===== src/sv/pcmrms_pkg.sv =====
// ----------------------------------------------------------------------------
// pcmrms_pkg
// Shared types and constants for the PCM16 quantiser with RMS level meter.
// ----------------------------------------------------------------------------
package pcmrms_pkg;

	localparam int unsigned SAMPLE_W = 24;
	localparam int unsigned GAIN_W   = 16;
	localparam int unsigned PCM_W    = 16;
	localparam int unsigned LEVEL_W  = 16;
	localparam int unsigned SUM_W    = 59;
	localparam int unsigned OP_W     = 32;
	localparam int unsigned PROD_W   = 64;
	localparam int unsigned SUB_W    = 64;
	localparam int unsigned ROOT_W   = 63;

	localparam logic [GAIN_W-1:0]  GAIN_RESET = 16'd256;
	localparam logic [OP_W-1:0]    ONE_Q31    = 32'h8000_0000;
	localparam logic [OP_W-1:0]    PCM_SCALE  = 32'd32767;
	localparam logic [LEVEL_W-1:0] LEVEL_MAX  = 16'd32768;
	localparam logic [SUM_W-1:0]   SUM_MAX    = {SUM_W{1'b1}};
	localparam logic [SUM_W-1:0]   MEAN_MAX   = 59'd1 << 46;

	typedef struct packed {
		logic [OP_W-1:0]  mul_a;
		logic [OP_W-1:0]  mul_b;
		logic [SUB_W-1:0] sub_a;
		logic [SUB_W-1:0] sub_b;
	} alu_req_t;

	typedef struct packed {
		logic [PROD_W-1:0] prod;
		logic [SUB_W-1:0]  diff;
		logic              ge;
	} alu_rsp_t;

endpackage


===== src/sv/pcm16_convert_with_rms_level.sv =====
// ----------------------------------------------------------------------------
// pcm16_convert_with_rms_level
// Q1.23 to PCM16 quantiser with buffer RMS level meter.
//
// Input stream: s_tdata carries one signed Q1.23 sample, s_tlast marks the
// final sample of a capture buffer. Output stream: one transaction per input
// transaction, m_tdata = {level, pcm_sample}, m_tuser = level_valid.
// gain (unsigned Q8.8) is written through cfg_valid/cfg_data; cfg_ready is
// always high. Write it only while the block is idle.
// One shared multiplier and one shared subtractor do all the arithmetic
// under a small sequencer, so one sample is taken at a time.
// A plain sample passes through the MUL1, MUL2, MUL3 and ACC states to DONE,
// where its result enters the output register; the sequencer then returns to
// idle to take the next one. A buffer-final sample adds a restoring divide
// (mean square), a set-up state, a bit-serial square root and level scaling
// before the output register. s_tready is high only while the sequencer is idle.
// The output register holds a finished transaction while m_tready is low;
// the next sample is still accepted and its result waits at the end of its
// sequence until the register is free.
// Reset clears the accumulator, the sample count, the output valid and
// restores unity gain; no clearing pass is needed.
// ----------------------------------------------------------------------------
module pcm16_convert_with_rms_level
	import pcmrms_pkg::*;
#(
	parameter int unsigned MAX_SAMPLES = 4096
) (
	input  logic        clk,
	input  logic        arst_n,
	input  logic        s_tvalid,
	output logic        s_tready,
	input  logic [23:0] s_tdata,   // [23:0] sample
	input  logic        s_tlast,   // last_sample
	output logic        m_tvalid,
	input  logic        m_tready,
	output logic [31:0] m_tdata,   // [15:0] pcm_sample, [31:16] level
	output logic        m_tuser,   // level_valid
	input  logic        cfg_valid,
	output logic        cfg_ready,
	input  logic [15:0] cfg_data   // gain
);

	localparam int unsigned CNT_W = $clog2(MAX_SAMPLES + 1);
	localparam logic [CNT_W-1:0] CNT_MAX = CNT_W'(MAX_SAMPLES);
	localparam logic [5:0] DIV_LAST = 6'(SUM_W - 1);

	localparam logic [3:0] ST_IDLE = 4'd0;
	localparam logic [3:0] ST_MUL1 = 4'd1;
	localparam logic [3:0] ST_MUL2 = 4'd2;
	localparam logic [3:0] ST_MUL3 = 4'd3;
	localparam logic [3:0] ST_ACC  = 4'd4;
	localparam logic [3:0] ST_DIV  = 4'd5;
	localparam logic [3:0] ST_SQI  = 4'd6;
	localparam logic [3:0] ST_SQRT = 4'd7;
	localparam logic [3:0] ST_LVL1 = 4'd8;
	localparam logic [3:0] ST_LVL2 = 4'd9;
	localparam logic [3:0] ST_DONE = 4'd10;

	logic [3:0]          state_q;
	logic [GAIN_W-1:0]   gain_q;
	logic [SUM_W-1:0]    sum_q;
	logic [CNT_W-1:0]    cnt_q;
	logic [SAMPLE_W-1:0] mag_q;
	logic                neg_q;
	logic                last_q;
	logic [PCM_W-1:0]    pcm_q;
	logic [LEVEL_W-1:0]  level_q;
	logic [CNT_W-1:0]    div_cnt_q;
	logic [CNT_W-1:0]    rem_q;
	logic [SUM_W-1:0]    dq_q;
	logic [5:0]          step_q;
	logic [ROOT_W-1:0]   v_q;
	logic [ROOT_W-1:0]   res_q;
	logic [ROOT_W-1:0]   bit_q;
	logic                out_valid_q;
	logic [PCM_W-1:0]    out_pcm_q;
	logic [LEVEL_W-1:0]  out_level_q;
	logic                out_lv_q;

	alu_req_t alu_req;
	alu_rsp_t alu_rsp;

	logic [SAMPLE_W-1:0] s_mag;
	logic [SUM_W:0]      sum_add;
	logic [SUM_W-1:0]    sum_next;
	logic [CNT_W-1:0]    cnt_next;
	logic [CNT_W:0]      rem_shift;
	logic [OP_W-1:0]     p_clamped;
	logic [14:0]         q_mag;
	logic [SUM_W-1:0]    mean_clamped;
	logic [23:0]         level_raw;
	logic                out_free;

	pcmrms_alu u_alu (
		.clk (clk),
		.req (alu_req),
		.rsp (alu_rsp)
	);

	assign s_mag     = s_tdata[23] ? (~s_tdata + 24'd1) : s_tdata;
	assign s_tready  = (state_q == ST_IDLE);
	assign cfg_ready = 1'b1;
	assign out_free  = ~out_valid_q | m_tready;

	assign p_clamped = (alu_rsp.prod > PROD_W'(ONE_Q31)) ? ONE_Q31 : alu_rsp.prod[OP_W-1:0];
	assign q_mag     = alu_rsp.prod[45:31];
	assign sum_add   = {1'b0, sum_q} + (SUM_W + 1)'(alu_rsp.prod[46:0]);
	assign rem_shift = {rem_q, dq_q[SUM_W-1]};
	assign mean_clamped = (dq_q > MEAN_MAX) ? MEAN_MAX : dq_q;
	assign level_raw = alu_rsp.prod[47:24];

	always_comb begin
		sum_next = sum_q;
		cnt_next = cnt_q;
		if (cnt_q < CNT_MAX) begin
			sum_next = (sum_add > (SUM_W + 1)'(SUM_MAX)) ? SUM_MAX : sum_add[SUM_W-1:0];
			cnt_next = cnt_q + CNT_W'(1);
		end
	end

	always_comb begin
		alu_req = '0;
		case (state_q)
			ST_MUL1: begin
				alu_req.mul_a = OP_W'(mag_q);
				alu_req.mul_b = OP_W'(gain_q);
			end
			ST_MUL2: begin
				alu_req.mul_a = p_clamped;
				alu_req.mul_b = PCM_SCALE;
			end
			ST_MUL3: begin
				alu_req.mul_a = OP_W'(mag_q);
				alu_req.mul_b = OP_W'(mag_q);
			end
			ST_DIV: begin
				alu_req.sub_a = SUB_W'(rem_shift);
				alu_req.sub_b = SUB_W'(div_cnt_q);
			end
			ST_SQRT: begin
				alu_req.sub_a = SUB_W'(v_q);
				alu_req.sub_b = SUB_W'(res_q | bit_q);
			end
			ST_LVL1: begin
				alu_req.mul_a = res_q[OP_W-1:0];
				alu_req.mul_b = OP_W'(gain_q);
			end
			default: alu_req = '0;
		endcase
	end

	always_ff @(posedge clk or negedge arst_n) begin
		if (!arst_n) begin
			gain_q <= GAIN_RESET;
		end else if (cfg_valid && cfg_ready) begin
			gain_q <= cfg_data;
		end
	end

	always_ff @(posedge clk or negedge arst_n) begin
		if (!arst_n) begin
			state_q     <= ST_IDLE;
			sum_q       <= '0;
			cnt_q       <= '0;
			out_valid_q <= 1'b0;
		end else begin
			if (state_q == ST_DONE && out_free) begin
				out_valid_q <= 1'b1;
			end else if (m_tready) begin
				out_valid_q <= 1'b0;
			end
			case (state_q)
				ST_IDLE: begin
					if (s_tvalid) begin
						state_q <= ST_MUL1;
					end
				end
				ST_MUL1: state_q <= ST_MUL2;
				ST_MUL2: state_q <= ST_MUL3;
				ST_MUL3: state_q <= ST_ACC;
				ST_ACC: begin
					if (last_q) begin
						sum_q <= '0;
						cnt_q <= '0;
						state_q <= (cnt_next == '0) ? ST_DONE : ST_DIV;
					end else begin
						sum_q <= sum_next;
						cnt_q <= cnt_next;
						state_q <= ST_DONE;
					end
				end
				ST_DIV: begin
					if (step_q == '0) begin
						state_q <= ST_SQI;
					end
				end
				ST_SQI: state_q <= ST_SQRT;
				ST_SQRT: begin
					if (bit_q[0]) begin
						state_q <= ST_LVL1;
					end
				end
				ST_LVL1: state_q <= ST_LVL2;
				ST_LVL2: state_q <= ST_DONE;
				ST_DONE: begin
					if (out_free) begin
						state_q <= ST_IDLE;
					end
				end
				default: state_q <= ST_IDLE;
			endcase
		end
	end

	always_ff @(posedge clk) begin
		case (state_q)
			ST_IDLE: begin
				mag_q   <= s_mag;
				neg_q   <= s_tdata[23];
				last_q  <= s_tlast;
				level_q <= '0;
			end
			ST_MUL3: begin
				pcm_q <= neg_q ? (16'd0 - PCM_W'(q_mag)) : PCM_W'(q_mag);
			end
			ST_ACC: begin
				dq_q      <= sum_next;
				div_cnt_q <= cnt_next;
				rem_q     <= '0;
				step_q    <= DIV_LAST;
			end
			ST_DIV: begin
				rem_q  <= alu_rsp.ge ? alu_rsp.diff[CNT_W-1:0] : rem_shift[CNT_W-1:0];
				dq_q   <= {dq_q[SUM_W-2:0], alu_rsp.ge};
				step_q <= step_q - 6'd1;
			end
			ST_SQI: begin
				v_q   <= {mean_clamped[46:0], 16'd0};
				res_q <= '0;
				bit_q <= ROOT_W'(1) << (ROOT_W - 1);
			end
			ST_SQRT: begin
				if (alu_rsp.ge) begin
					v_q   <= alu_rsp.diff[ROOT_W-1:0];
					res_q <= (res_q >> 1) | bit_q;
				end else begin
					res_q <= res_q >> 1;
				end
				bit_q <= bit_q >> 2;
			end
			ST_LVL2: begin
				level_q <= (level_raw > 24'(LEVEL_MAX)) ? LEVEL_MAX : level_raw[LEVEL_W-1:0];
			end
			ST_DONE: begin
				if (out_free) begin
					out_pcm_q   <= pcm_q;
					out_level_q <= level_q;
					out_lv_q    <= last_q;
				end
			end
			default: ;
		endcase
	end

	assign m_tvalid = out_valid_q;
	assign m_tdata  = {out_level_q, out_pcm_q};
	assign m_tuser  = out_lv_q;

	a_level_range: assert property (@(posedge clk) disable iff (!arst_n)
		m_tvalid |-> (m_tdata[31:16] <= LEVEL_MAX))
		else $error("level above full scale");

	a_level_zero: assert property (@(posedge clk) disable iff (!arst_n)
		(m_tvalid && !m_tuser) |-> (m_tdata[31:16] == '0))
		else $error("level set on a sample that does not end a buffer");

	a_count_cap: assert property (@(posedge clk) disable iff (!arst_n)
		cnt_q <= CNT_MAX)
		else $error("sample count beyond its cap");

	a_root_disjoint: assert property (@(posedge clk) disable iff (!arst_n)
		(state_q == ST_SQRT) |-> ((res_q & bit_q) == '0 && $onehot(bit_q)))
		else $error("square root trial bit overlaps the partial root");

	a_busy_out: assert property (@(posedge clk) disable iff (!arst_n)
		(state_q == ST_DONE && out_free) |=> (m_tvalid && s_tready))
		else $error("finished transaction not presented");

endmodule


===== src/sv/pcmrms_alu.sv =====
// ----------------------------------------------------------------------------
// pcmrms_alu
// Shared arithmetic unit: registered 32x32 multiplier and a 64-bit
// trial subtractor with compare flag.
// ----------------------------------------------------------------------------
module pcmrms_alu
	import pcmrms_pkg::*;
(
	input  logic     clk,
	input  alu_req_t req,
	output alu_rsp_t rsp
);

	logic [PROD_W-1:0] prod_q;
	logic [SUB_W:0]    diff_full;

	always_ff @(posedge clk) begin
		prod_q <= PROD_W'(req.mul_a) * PROD_W'(req.mul_b);
	end

	assign diff_full = {1'b0, req.sub_a} - {1'b0, req.sub_b};

	always_comb begin
		rsp.prod = prod_q;
		rsp.diff = diff_full[SUB_W-1:0];
		rsp.ge   = ~diff_full[SUB_W];
	end

endmodule

===== config.mk =====
export PLATFORM = sky130hd
export DESIGN_NAME = pcm16_convert_with_rms_level
export DESIGN_NICKNAME = d
export VERILOG_FILES = /design/src/sv/pcmrms_pkg.sv /design/src/sv/pcm16_convert_with_rms_level.sv /design/src/sv/pcmrms_alu.sv
export SDC_FILE = /design/constraint.sdc
export NUM_CORES = 2
export LEC_CHECK = 0
export ABC_AREA = 1
export BUFFER_PORTS_ARGS = -buffer_cell sky130_fd_sc_hd__clkbuf_2
export CORE_MARGIN = 8
export CORE_UTILIZATION = 60
export CTS_CLUSTER_DIAMETER = 80
export CTS_CLUSTER_SIZE = 40
export DETAILED_ROUTE_END_ITERATION = 8
export HOLD_SLACK_MARGIN = 0.08
export PLACE_DENSITY = 0.84
export SYNTH_ARGS = -nofsm -noshare
export SYNTH_HDL_FRONTEND = slang
export SYNTH_SLANG_ARGS = --single-unit

===== constraint.sdc =====
create_clock -name clk -period 20.7 [get_ports clk]
set_input_delay 3.105 -clock clk [delete_from_list [all_inputs] [get_ports clk]]
set_output_delay 3.105 -clock clk [all_outputs]
set_load 0.02 [all_outputs]

==> results.sh <==
export IMPL_finalCritPeriodShare_pct=50.0
export IMPL_hold_viol=0
export IMPL_worstSetupEndpointType="flop"
export IMPL_cpMostUsedCell="inv_1"
export IMPL_grt_use_total_pct=37.3
export IMPL_final_common_cell="nand2_1"
export IMPL_finClkSkew_ps=48.9
export IMPL_nNetsFinal=8772
export IMPL_start_util_pct=60.1
export IMPL_dp_hpwl_um=165000
export IMPL_htreeDepth=1
export IMPL_grt_pass1_wl_um=309000
export IMPL_vias=52700
export IMPL_die_area_um2=108000
export IMPL_worstMarginPinSlew_ps=1350
export IMPL_die_h_um=329
export IMPL_cts_repair_resized=0
export IMPL_run_status="complete, no violations"
export IMPL_wl_per_cell_um=22.6
export IMPL_dr_pass1_iters=6
export IMPL_num_rows=115
export IMPL_clk_pin_slew_worst_paths_ps=120
export IMPL_numPortBuffers=80
export IMPL_post_cts_setup_buffer_count=0
export IMPL_synth_xor_area_share_pct=1.86
export IMPL_cts_tree="yes"
export IMPL_synth_compound_area_share_pct=9.42
export IMPL_dr_first_iter_drc_count=6905
export IMPL_drv_slew=0
export IMPL_ys_types=63
export IMPL_yosys_area_share_simple_pct=22.3
export IMPL_cpPeakStageDelay_ps=850
export IMPL_drt_total_wl_um=203000
export IMPL_max_cap_violations=0
export IMPL_async_reset_ff_share_pct=18.9
export IMPL_vias_per_cell=5.86
export IMPL_ys_ff_latch=492
export IMPL_antenna_found_initial=4
export IMPL_numCtsBuffers=29
export IMPL_final_setup_tns_ps=0
export IMPL_setup_viol=0
export IMPL_cts_hold_buffers=0
export IMPL_syn_to_final_growth_pct=5.02
export IMPL_synth_area_um2=58800
export IMPL_yosysSeqAreaShare_pct=23.3
export IMPL_max_freq_ghz=0.0967
export IMPL_synth_flop_cell="edfxtp_1"
export IMPL_cts_root_buffer_cell="clkbuf_16"
export IMPL_clkLatencyLatePin_ps=690
export IMPL_gr_total_overflow=0
export IMPL_synth_top_family_by_area="adder cells"
export IMPL_slowest_stage="nand2_1"
export IMPL_max_slew_margin_pct=9.86
export IMPL_worstPathMaxFanout=31
export IMPL_crit_required_ps=21290
export IMPL_synth_cells=7676
export IMPL_period_needed_ps=10340
export IMPL_yosys_area_share_adder_pct=30.5
export IMPL_ios=82
export IMPL_mostFrequentLayoutCells="1786 x nand2_1, 1622 x inv_1, 695 x nor2_1"
export IMPL_synthMuxAreaShare_pct=0
export IMPL_die_w_um=329
export IMPL_ant_nets=0
export IMPL_synth_avg_cell_area_um2=7.66
export IMPL_yosysWarningCount=0
export IMPL_n_antenna_cell=0
export IMPL_drc_errors=0
export IMPL_cts_max_path_buffers=3
export IMPL_grt_max_degree=75
export IMPL_hold_path_class="flop to flop"
export IMPL_cp_start_kind="flop"
export IMPL_final_layout_size_suffix_gt1_share_pct=4.68
export IMPL_crit_arrival_ps=10940
export IMPL_grt_pass1_vias=51800
export IMPL_cts_num_sinks=492
export IMPL_core_um2=97800
export IMPL_gp_congestion=1.08
export IMPL_setup_worst_path_class="flop to flop"
export IMPL_rsz0062_at_grt="no"
export IMPL_synth_edf_count=340
[sequential cells by signal, indices dropped and copies added, names as in the netlist, 16 cells and up]
signal,cells
u_alu.prod_q,59
v_q,63
dq_q,59
level_q,16
out_pcm_q,16
res_q,63
out_level_q,16
sum_q,59
mag_q,24
pcm_q,16
gain_q,16
bit_q,32
[layer usage]
metal  part of all wire [%]  routed length (µm)  track usage [%]  vias up
met4                    5.5               11300             16.0        8
met1                     39               79500             51.0    25100
li1                       -                   -                -    23700
met5                  0.024                  49                0        -
met2                     42               86100             55.3     3241
met3                     13               26200             10.8      671
[cells in the mapped netlist (6+ instances only)]
cell type     n  area [µm²]
nand3_1     427        2140
nand4_1      62         388
a22o_1       12         105
ha_1        376        4700
a21o_1       19         143
or2_2        45         282
buf_4        18         135
a31oi_1      11        68.8
a221oi_1      9        78.8
a211o_1       6        52.6
a221oi_4      8         210
nand2_4      12         135
o21ai_0     172         861
a21oi_1     654        3270
dfxtp_1      59        1180
o211ai_1      6        45.0
nor4_1       27         169
nand3b_1     13        97.6
clkbuf_1     51         191
nand2_2      23         144
buf_2       124         621
fa_1        660       13200
a221oi_2      6        90.1
o22ai_1       8        50.1
o21bai_1     28         210
inv_2        10        37.5
xnor2_1      48         420
dfrtp_1      92        2300
xor2_1       77         674
nor2_1      699        2620
inv_1      1625        6100
buf_1        21        78.8
clkinv_1      6        22.5
buf_6        15         169
o21a_1       25         188
nor3_1       36         180
nor2_2       13        81.3
nand2_1    1787        6710
edfxtp_1    340       10200
[final timing paths]
path | startpoint | slack (ps) | cells past startpoint | endpoint
setup / recovery | u_alu.prod_q[25]$_DFF_P_ | 10360 | 32 | u_alu.prod_q[40]$_DFF_P_
hold / removal | level_q[9]$_SDFFCE_PN0P_ | 440 | 0 | out_level_q[9]$_DFFE_PP_
setup reg to reg | u_alu.prod_q[25]$_DFF_P_ | 10360 | 32 | u_alu.prod_q[40]$_DFF_P_
hold reg to reg | level_q[9]$_SDFFCE_PN0P_ | 440 | 0 | out_level_q[9]$_DFFE_PP_
max in group asynchronous | arst_n | 16960 | 2 | gain_q[11]$_DFFE_PN0P_
min in group asynchronous | arst_n | 2430 | 1 | sum_q[41]$_DFFE_PN0P_
[cell families (layout without fill, tap and decap cells)]
kind of cell / Yosys count / after routing
adders and majority gates: 1036 / 1036
xor gates and xnor gates: 125 / 125
AOI/OAI and AO/OA: 983 / 983
other: 2 / 65
DFF: 492 / 492
buffers and inverters: 1874 / 1848
and+or+nand+nor: 3164 / 3164
[layout make-up]
type / instances / area, µm²
repair buffers: 153 / 951
flip-flops and latches: 492 / 13700
clock inverters: 25 / 602
multi-input cells: 5373 / 38000
well taps: 1287 / 1610
fillers: 8795 / 36100
inverters: 1641 / 6160
clock buffers: 29 / 726
[per-stage QoR]
| stage | utilization [%] | setup slack, ps | instances | hold WS [ps] | cell area, µm² |
|---|---|---|---|---|---|
| after floorplan | - | 13100 | 7739 | 400 | 59100 |
| after global placement | 61.8 | 10670 | 8946 | 405 | 60400 |
| after detailed placement | 61.8 | 10680 | 8946 | 406 | 60400 |
| after CTS | 63.1 | 10640 | 9000 | 437 | 61800 |
| after global routing | 63.1 | 9890 | 9000 | 449 | 61800 |
| final | 63.1 | 10360 | 9000 | 436 | 61800 |
[critical path, delay by kind of cell (launching register included)]
kind                     cells  cell delay [ps]
AO/OA/AOI/OAI                2              910
XOR/XNOR                     1              250
adder cells (fa/ha/maj)      9             4580
buffers and inverters        9              700
flip-flops                   1              360
AND/OR/NAND/NOR             11             3390
Power is not shown: default switching activity piles up to over one toggle a cycle in this logic, so the estimate is an artifact.
